--- src/hw/rtl/tbaf_pkg.sv ---
// ============================================================================
// tbaf_pkg
// Shared widths, codes and item types of the Thumb branch address filter.
// ============================================================================
package tbaf_pkg;

  localparam int unsigned HalfW  = 16;
  localparam int unsigned IdxW   = 22;
  localparam int unsigned FieldW = 11;
  localparam int unsigned ModeW  = 2;

  // Filter mode codes; the unused code behaves like MODE_SUB
  localparam logic [ModeW-1:0] MODE_SUB      = 2'd0;
  localparam logic [ModeW-1:0] MODE_ADD      = 2'd1;
  localparam logic [ModeW-1:0] MODE_SUB_MOVT = 2'd2;
  localparam logic [ModeW-1:0] MODE_RESET    = MODE_SUB_MOVT;

  // Halfword pattern masks
  localparam logic [HalfW-1:0] TopMask    = 16'hF800;
  localparam logic [HalfW-1:0] BlFirst    = 16'hF000;
  localparam logic [HalfW-1:0] BlSecond   = 16'hF800;
  localparam logic [HalfW-1:0] MovtMask   = 16'hFBF0;
  localparam logic [HalfW-1:0] MovtMatch  = 16'hF2C0;

  // Distance from the first halfword's index to the branch base
  localparam logic [IdxW-1:0]  PcOffset   = 22'd2;

  // One result item
  typedef struct packed {
    logic [HalfW-1:0] half;
    logic             last;
  } res_t;

endpackage

--- src/hw/rtl/tbaf_in_if.sv ---
// ============================================================================
// tbaf_in_if
// Input channel: one code halfword and its end-of-buffer mark per transfer.
// ============================================================================
interface tbaf_in_if
  import tbaf_pkg::*;
();
  logic             valid;
  logic             ready;
  logic [HalfW-1:0] code_half;
  logic             is_last;

  modport source (output valid, output code_half, output is_last, input ready);
  modport sink   (input valid, input code_half, input is_last, output ready);
endinterface

--- src/hw/rtl/tbaf_out_if.sv ---
// ============================================================================
// tbaf_out_if
// Output channel: one filtered halfword and its end-of-stream mark per transfer.
// ============================================================================
interface tbaf_out_if
  import tbaf_pkg::*;
();
  logic             valid;
  logic             ready;
  logic [HalfW-1:0] out_half;
  logic             out_last;

  modport source (output valid, output out_half, output out_last, input ready);
  modport sink   (input valid, input out_half, input out_last, output ready);
endinterface

--- src/hw/rtl/thumb_branch_address_filter.sv ---
// ============================================================================
// thumb_branch_address_filter
// Pairs Thumb code halfwords, rebases BL targets by the halfword index and
// optionally swaps MOVT nibbles; results leave through a four-entry queue.
// ============================================================================
//
//   channel   dir   payload                     handshake
//   in_i      in    code_half[15:0], is_last    valid/ready
//   out_o     out   out_half[15:0],  out_last   valid/ready
//   cfg       in    cfg_wdata_i[1:0]            cfg_we_i, no stall
//
// One halfword is taken per cycle while in_i.ready is high. Each transfer
// is filtered in the cycle it arrives and writes zero, one or two results
// into the output queue; the queue drains one result per cycle while
// out_o.ready is high, which matches the one-per-halfword average. in_i.ready
// drops only while the queue has fewer than two free entries. Reset clears the
// pairing state and the queue, and sets the mode to subtract with MOVT swap.
module thumb_branch_address_filter
  import tbaf_pkg::*;
(
  input  logic             clk_i,
  input  logic             rst_ni,
  input  logic             cfg_we_i,
  input  logic [ModeW-1:0] cfg_wdata_i,
  tbaf_in_if.sink          in_i,
  tbaf_out_if.source       out_o
);

  localparam int unsigned QDepth = 4;
  localparam int unsigned QPtrW  = $clog2(QDepth);
  localparam int unsigned QCntW  = $clog2(QDepth + 1);

  logic [ModeW-1:0] mode_q;
  logic [HalfW-1:0] held_half_q, held_half_d;
  logic             held_valid_q, held_valid_d;
  logic [IdxW-1:0]  held_idx_q, held_idx_d;
  logic [IdxW-1:0]  count_q, count_d;

  res_t             queue_q [QDepth];
  logic [QPtrW-1:0] wr_ptr_q, rd_ptr_q;
  logic [QCntW-1:0] fill_q, fill_d;

  logic             in_xfer, out_xfer;
  logic [HalfW-1:0] h0, h1;
  logic [IdxW-1:0]  ofs, tgt, tgt_new;
  logic             is_bl, is_movt, is_f000;
  res_t             res0, res1;
  logic [1:0]       push_n;

  assign in_xfer  = in_i.valid && in_i.ready;
  assign out_xfer = out_o.valid && out_o.ready;

  // Hold the mode register
  always_ff @(posedge clk_i or negedge rst_ni) begin
    if (!rst_ni) begin
      mode_q <= MODE_RESET;
    end else if (cfg_we_i) begin
      mode_q <= cfg_wdata_i;
    end
  end

  // Classify the pair and rebase the branch target
  assign h0      = held_half_q;
  assign h1      = in_i.code_half;
  assign ofs     = held_idx_q + PcOffset;
  assign tgt     = {h0[FieldW-1:0], h1[FieldW-1:0]};
  assign tgt_new = (mode_q == MODE_ADD) ? tgt + ofs : tgt - ofs;
  assign is_bl   = ((h0 & TopMask) == BlFirst) && ((h1 & TopMask) == BlSecond);
  assign is_movt = (mode_q == MODE_SUB_MOVT) && ((h0 & MovtMask) == MovtMatch)
                   && !h1[HalfW-1];
  assign is_f000 = (h1 & TopMask) == BlFirst;

  // Form the results and the next pairing state
  always_comb begin
    held_half_d  = held_half_q;
    held_valid_d = held_valid_q;
    held_idx_d   = held_idx_q;
    count_d      = count_q;
    res0         = '{half: h0, last: 1'b0};
    res1         = '{half: h1, last: 1'b0};
    push_n       = 2'd0;
    if (in_xfer) begin
      count_d = count_q + 1'b1;
      if (!held_valid_q) begin
        held_half_d  = h1;
        held_idx_d   = count_q;
        held_valid_d = 1'b1;
      end else if (is_bl) begin
        res0.half    = BlFirst  | {{(HalfW-FieldW){1'b0}}, tgt_new[IdxW-1:FieldW]};
        res1.half    = BlSecond | {{(HalfW-FieldW){1'b0}}, tgt_new[FieldW-1:0]};
        push_n       = 2'd2;
        held_valid_d = 1'b0;
      end else if (is_movt) begin
        res0.half    = {h0[15:4], h1[11:8]};
        res1.half    = {h1[15:12], h0[3:0], h1[7:0]};
        push_n       = 2'd2;
        held_valid_d = 1'b0;
      end else if (is_f000) begin
        push_n       = 2'd1;
        held_half_d  = h1;
        held_idx_d   = count_q;
      end else begin
        push_n       = 2'd2;
        held_valid_d = 1'b0;
      end
      // Flush a pending halfword and mark the end of the buffer
      if (in_i.is_last) begin
        if (held_valid_d) begin
          if (push_n == 2'd0) begin
            res0.half = held_half_d;
          end else begin
            res1.half = held_half_d;
          end
          push_n = push_n + 2'd1;
        end
        if (push_n == 2'd1) begin
          res0.last = 1'b1;
        end else if (push_n == 2'd2) begin
          res1.last = 1'b1;
        end
        count_d      = '0;
        held_valid_d = 1'b0;
        held_idx_d   = '0;
        held_half_d  = '0;
      end
    end
  end

  // Advance the pairing state
  always_ff @(posedge clk_i or negedge rst_ni) begin
    if (!rst_ni) begin
      held_valid_q <= 1'b0;
      held_half_q  <= '0;
      held_idx_q   <= '0;
      count_q      <= '0;
    end else begin
      held_valid_q <= held_valid_d;
      held_half_q  <= held_half_d;
      held_idx_q   <= held_idx_d;
      count_q      <= count_d;
    end
  end

  // Write results into the queue
  always_ff @(posedge clk_i) begin
    if (push_n != 2'd0) begin
      queue_q[wr_ptr_q] <= res0;
    end
    if (push_n == 2'd2) begin
      queue_q[wr_ptr_q + 1'b1] <= res1;
    end
  end

  assign fill_d = fill_q + QCntW'(push_n) - QCntW'(out_xfer);

  // Advance queue pointers and fill level
  always_ff @(posedge clk_i or negedge rst_ni) begin
    if (!rst_ni) begin
      wr_ptr_q <= '0;
      rd_ptr_q <= '0;
      fill_q   <= '0;
    end else begin
      wr_ptr_q <= wr_ptr_q + QPtrW'(push_n);
      if (out_xfer) begin
        rd_ptr_q <= rd_ptr_q + 1'b1;
      end
      fill_q <= fill_d;
    end
  end

  // Accept input while at least two queue entries are free
  assign in_i.ready     = fill_q <= QCntW'(QDepth - 2);
  assign out_o.valid    = fill_q != '0;
  assign out_o.out_half = queue_q[rd_ptr_q].half;
  assign out_o.out_last = queue_q[rd_ptr_q].last;

endmodule
--- src/flat_wrapper.sv ---
// flat-port wrapper written by rule: the top's interface ports become plain ports
module thumb_branch_address_filter_flat import tbaf_pkg::*;
  (clk_i, rst_ni, cfg_we_i, cfg_wdata_i, in_i_valid, in_i_code_half, in_i_is_last, in_i_ready, out_o_valid, out_o_out_half, out_o_out_last, out_o_ready);
  tbaf_in_if in_i_i ();
  tbaf_out_if out_o_i ();
  input  logic clk_i;
  input  logic rst_ni;
  input  logic cfg_we_i;
  input  logic [ModeW-1:0] cfg_wdata_i;
  input wire logic [$bits(in_i_i.valid)-1:0] in_i_valid;
  input wire logic [$bits(in_i_i.code_half)-1:0] in_i_code_half;
  input wire logic [$bits(in_i_i.is_last)-1:0] in_i_is_last;
  output wire logic [$bits(in_i_i.ready)-1:0] in_i_ready;
  output wire logic [$bits(out_o_i.valid)-1:0] out_o_valid;
  output wire logic [$bits(out_o_i.out_half)-1:0] out_o_out_half;
  output wire logic [$bits(out_o_i.out_last)-1:0] out_o_out_last;
  input wire logic [$bits(out_o_i.ready)-1:0] out_o_ready;
  assign in_i_i.valid = in_i_valid;
  assign in_i_i.code_half = in_i_code_half;
  assign in_i_i.is_last = in_i_is_last;
  assign in_i_ready = in_i_i.ready;
  assign out_o_valid = out_o_i.valid;
  assign out_o_out_half = out_o_i.out_half;
  assign out_o_out_last = out_o_i.out_last;
  assign out_o_i.ready = out_o_ready;
  thumb_branch_address_filter u_core (.clk_i(clk_i), .rst_ni(rst_ni), .cfg_we_i(cfg_we_i), .cfg_wdata_i(cfg_wdata_i), .in_i(in_i_i), .out_o(out_o_i));
endmodule
--- config.mk ---
export PLATFORM = sky130hd
export DESIGN_NAME = thumb_branch_address_filter_flat
export DESIGN_NICKNAME = d
export VERILOG_FILES = /design/src/hw/rtl/tbaf_pkg.sv /design/src/hw/rtl/tbaf_in_if.sv /design/src/hw/rtl/tbaf_out_if.sv /design/src/hw/rtl/thumb_branch_address_filter.sv /design/src/flat_wrapper.sv
export SDC_FILE = /design/constraint.sdc
export NUM_CORES = 1
export LEC_CHECK = 0
export BUFFER_PORTS_ARGS = -buffer_cell sky130_fd_sc_hd__buf_2
export CORE_ASPECT_RATIO = 1.25
export CORE_MARGIN = 2
export CORE_UTILIZATION = 58
export CTS_CLUSTER_DIAMETER = 200
export DETAILED_ROUTE_END_ITERATION = 8
export PLACE_DENSITY_LB_ADDON = 0.3
export REMOVE_ABC_BUFFERS = 1
export SLEW_MARGIN = 30
export SYNTH_ARGS = -nofsm -noshare
export SYNTH_HDL_FRONTEND = slang
export SYNTH_SLANG_ARGS = --single-unit
export TNS_END_PERCENT = 100
--- constraint.sdc ---
create_clock -name clk_i -period 4.86 [get_ports clk_i]
set_input_delay 0.486 -clock clk_i [delete_from_list [all_inputs] [get_ports clk_i]]
set_output_delay 0.486 -clock clk_i [all_outputs]
set_load 0.02 [all_outputs]
==> results.py <==
metrics = {
    "global_routing": {
        "grt.total_usage": 0.2872,
        "largest_net_degree_at_the_start_of_global_routing": 71,
        "global_route_wire_length_before_repair_um": 36570,
        "antenna_found_initial": 0,
        "grt_remaining_overflow": 0,
        "first_global_vias": 7202,
    },
    "placement": {
        "hpwl_after_dpl_um": 16270,
        "post-place-ws_ns": 0.1837,
        "io_buffer_count": 42,
        "place_congestion": 0.9135,
    },
    "logic_synthesis": {
        "yosysWarnings": 0,
        "yosys.cell_types.count": 74,
        "netlist.area_leader.share": 0.2246,
        "synthesis.instances": 921,
        "avgSynthCellArea_um2": 9.872,
        "synth.cell_area_um2": 9092,
        "synth_async_sr_flop_share": 0.5072,
        "synth-edff-count": 68,
        "synth_ff_type": "dfrtp_1",
        "synth_top_area_cell": "edfxtp_1",
        "yosys-top-cells-area": "edfxtp_1 22%, dfrtp_1 19%, ha_1 4.3%",
        "synth.yosys.seq_area_share": 0.4174,
        "ys_ff_latch": 138,
    },
    "sta": {
        "worst_pin_slew_ns": 0.8942,
        "setup_viol": 0,
        "clock.fmax_mhz": 219.6,
        "finalSetupTns_ns": 0,
        "period_share": 0.9371,
        "fin_crit_ns": 4.554,
        "timing.final.ws_setup_ns": 0.3058,
        "final.setup_skew_ns": 0.007278,
        "final_hold_viol_count": 0,
        "timing.final.max_slew_violations": 0,
        "grt_setup_unrepaired": "no",
        "worst_slew_margin_rel": 0.4038,
    },
    "worst_setup_path": {
        "cp.required_ns": 5.07,
        "cp.arrival_ns": 4.76,
        "crit-reg2reg-launch": "u_core.held_idx_q[1]",
        "r2r-end": "u_core.queue_q[3][11]",
        "crit_type": "reg2reg",
        "r2r.worst_path.cells": 18,
        "worst-path-max-fanout": 7,
        "r2r_slack_ns": 0.31,
        "timing.critical_path.from_type": "register",
        "worstSetupEndpointType": "register",
    },
    "clocking": {
        "cts.repair_timing.setup_buffer_count": 0,
        "clk_path_buf_depth": 2,
        "clock_buffers_created_by_tritoncts": 17,
        "clock_sinks": 138,
        "cts.htree.levels": 4,
        "ctsRootBufferMaster": "clkbuf_16",
        "cts_tree": "yes",
        "clock_latency_ns": 0.43,
        "worst_setup_hold_path_clk_slew_ns": 0.06,
    },
    "status": {
        "outcome": "finished clean",
    },
    "route": {
        "number_of_remaining_drc_errors": 0,
        "highest-signal-layer": "met4",
        "vias_per_cell": 6.272,
        "detail_route.wirelength_um": 22800,
        "met1Wirelength_um": 8628,
        "wl_per_cell_um": 19.32,
        "antenna_left": 0,
        "dr_wl_met3_um": 1305,
        "detailedRoute.firstIterationViolations": 598,
        "met2WireLength_um": 11600,
        "vias": 7401,
        "detail_route.first_pass.iterations": 7,
    },
    "die": {
        "dieWidth_um": 116.0,
        "floorplan.initialDensity": 0.5888,
        "die_y_um": 144.0,
        "die_area_um2": 16700,
        "std_cell_rows": 51,
        "fp.coreArea_um2": 15440,
        "io_pins": 43,
    },
    "cells_and_area": {
        "layout.filler_cells": 1251,
        "synthesis_to_layout_area_growth_pct": 11.24,
        "antenna-diode-count": 0,
        "finish.net_count": 1014,
        "layout-drive-gt1-share": 0.1560,
        "most_frequent_cells_in_the_layout": "92 x nand2_1, 78 x nor2_1, 70 x o21ai_0",
        "mostFrequentLayoutCell": "nand2_1",
    },
    "power_and_ir_drop": {
        "irDropWorstVdd_uv": 267.7,
        "leakage_power_summed_over_all_cells_nw": 4.067,
        "power-per-cell-area_nw_per_um2": 558.2,
    },
    "hold_path": {
        "holdCritPathClass": "in2async",
    },
    "job": {
        "drv.max_cap_violation_count": 0,
    },
}
through the flow:
| step | hold WS (ns) | std cells | area (µm²) | util | power, W |
|---|---|---|---|---|---|
| after global routing | 0.1348 | 1180 | 10110 | 0.6550 | 0.005989 |
| after detailed placement | 0.4949 | 1150 | 9503 | 0.6154 | 0.004319 |
| after global placement | 0.4764 | 1150 | 9503 | 0.6154 | 0.004252 |
| final | 0.07221 | 1180 | 10110 | 0.6550 | 0.005646 |
| after floorplan | 0.1904 | 876 | 8856 | - | 0.003625 |
| after CTS | 0.2130 | 1180 | 10080 | 0.6529 | 0.005626 |
report_power, final:
part | switching (W) | internal (W)
Combinational | 0.00142 | 0.00109
Clock | 0.000490 | 0.000798
Sequential | 0.000283 | 0.00156
Total | 0.00220 | 0.00345
final cells by class:
type	count	area, µm²	share of cell area
multi-input cells	716	5022	0.4965
flip-flops and latches	138	3799	0.3756
repair buffers	62	366.6	0.03624
well taps	212	265.3	0.02622
clock buffers	18	429.2	0.04243
clock inverters	12	150.1	0.01484
inverters	22	82.58	0.008164
state kept, by name (all words and copies together) (netlist names):
| register | count |
|---|---|
| u_core.count_q | 22 |
| u_core.mode_q | 2 |
| u_core.rd_ptr_q | 2 |
| u_core.fill_q | 3 |
| u_core.held_valid_q | 1 |
| u_core.queue_q | 68 |
| u_core.wr_ptr_q | 2 |
| u_core.h0 | 16 |
| u_core.held_idx_q | 22 |
worst max path at each step:
stage                     startpoint                     to  slack [ns]  depth (start not counted)
3_3_place_gp    u_core.held_idx_q[9]  u_core.queue_q[3][11]        0.39                         17
6_report        u_core.held_idx_q[1]  u_core.queue_q[3][11]        0.31                         18
2_1_floorplan   u_core.held_idx_q[1]  u_core.queue_q[0][11]        0.47                         18
3_5_place_dp    u_core.held_idx_q[2]  u_core.queue_q[0][11]        0.18                         18
4_1_cts         u_core.held_idx_q[2]  u_core.queue_q[3][11]        0.10                         18
5_1_grt        u_core.held_idx_q[10]  u_core.queue_q[3][11]        0.03                         17
cells in the mapped netlist, types with 26 or more instances:
cell type,count
nand2_1,92
nor2_1,79
o21ai_0,72
dfrtp_1,69
edfxtp_1,68
a21oi_1,61
xnor2_1,43
nand3_1,36
a22o_1,32
ha_1,31
clkbuf_1,30
mux2i_1,26
xor2_1,26
kinds of logic (layout without fill, tap and decap cells):
group | Yosys count | in the layout | synth area share
AND/OR/NAND/NOR | 302 | 302 | 0.1606
buffers and inverters | 67 | 114 | 0.03509
XOR/XNOR | 69 | 69 | 0.06646
multiplexers | 65 | 65 | 0.09798
flip-flops | 138 | 138 | 0.4174
adder cells (fa/ha/maj) | 33 | 33 | 0.04706
AO/OA/AOI/OAI | 247 | 247 | 0.1755
critical path, cell delays in order (launching register included):
cell,delay [ns]
dfrtp_1,0.45
ha_2,0.28
nand3_1,0.11
or4_2,0.59
xor2_2,0.20
nand3_2,0.15
nor2_1,0.16
a21oi_1,0.09
xnor2_1,0.13
ha_1,0.35
a21oi_1,0.16
nand2_1,0.07
a21o_1,0.18
nand3b_1,0.15
o21ai_1,0.18
o21ai_0,0.13
or3_1,0.35
and4_4,0.21
o41ai_1,0.38
per-layer routing:
layer  up-vias  track usage
met5         -            0
met4         0       0.1736
met3        86      0.04778
met2       297       0.5032
met1      3526       0.3261
li1       3492            -
repair_timing:
| action | CTS | global route |
|---|---|---|
| hold buffers | 0 | 0 |
| setup endpoints to repair | 0 | 12 |
| resized for setup | 0 | 9 |
No activity file was read; power rests on OpenSTA's default activity.
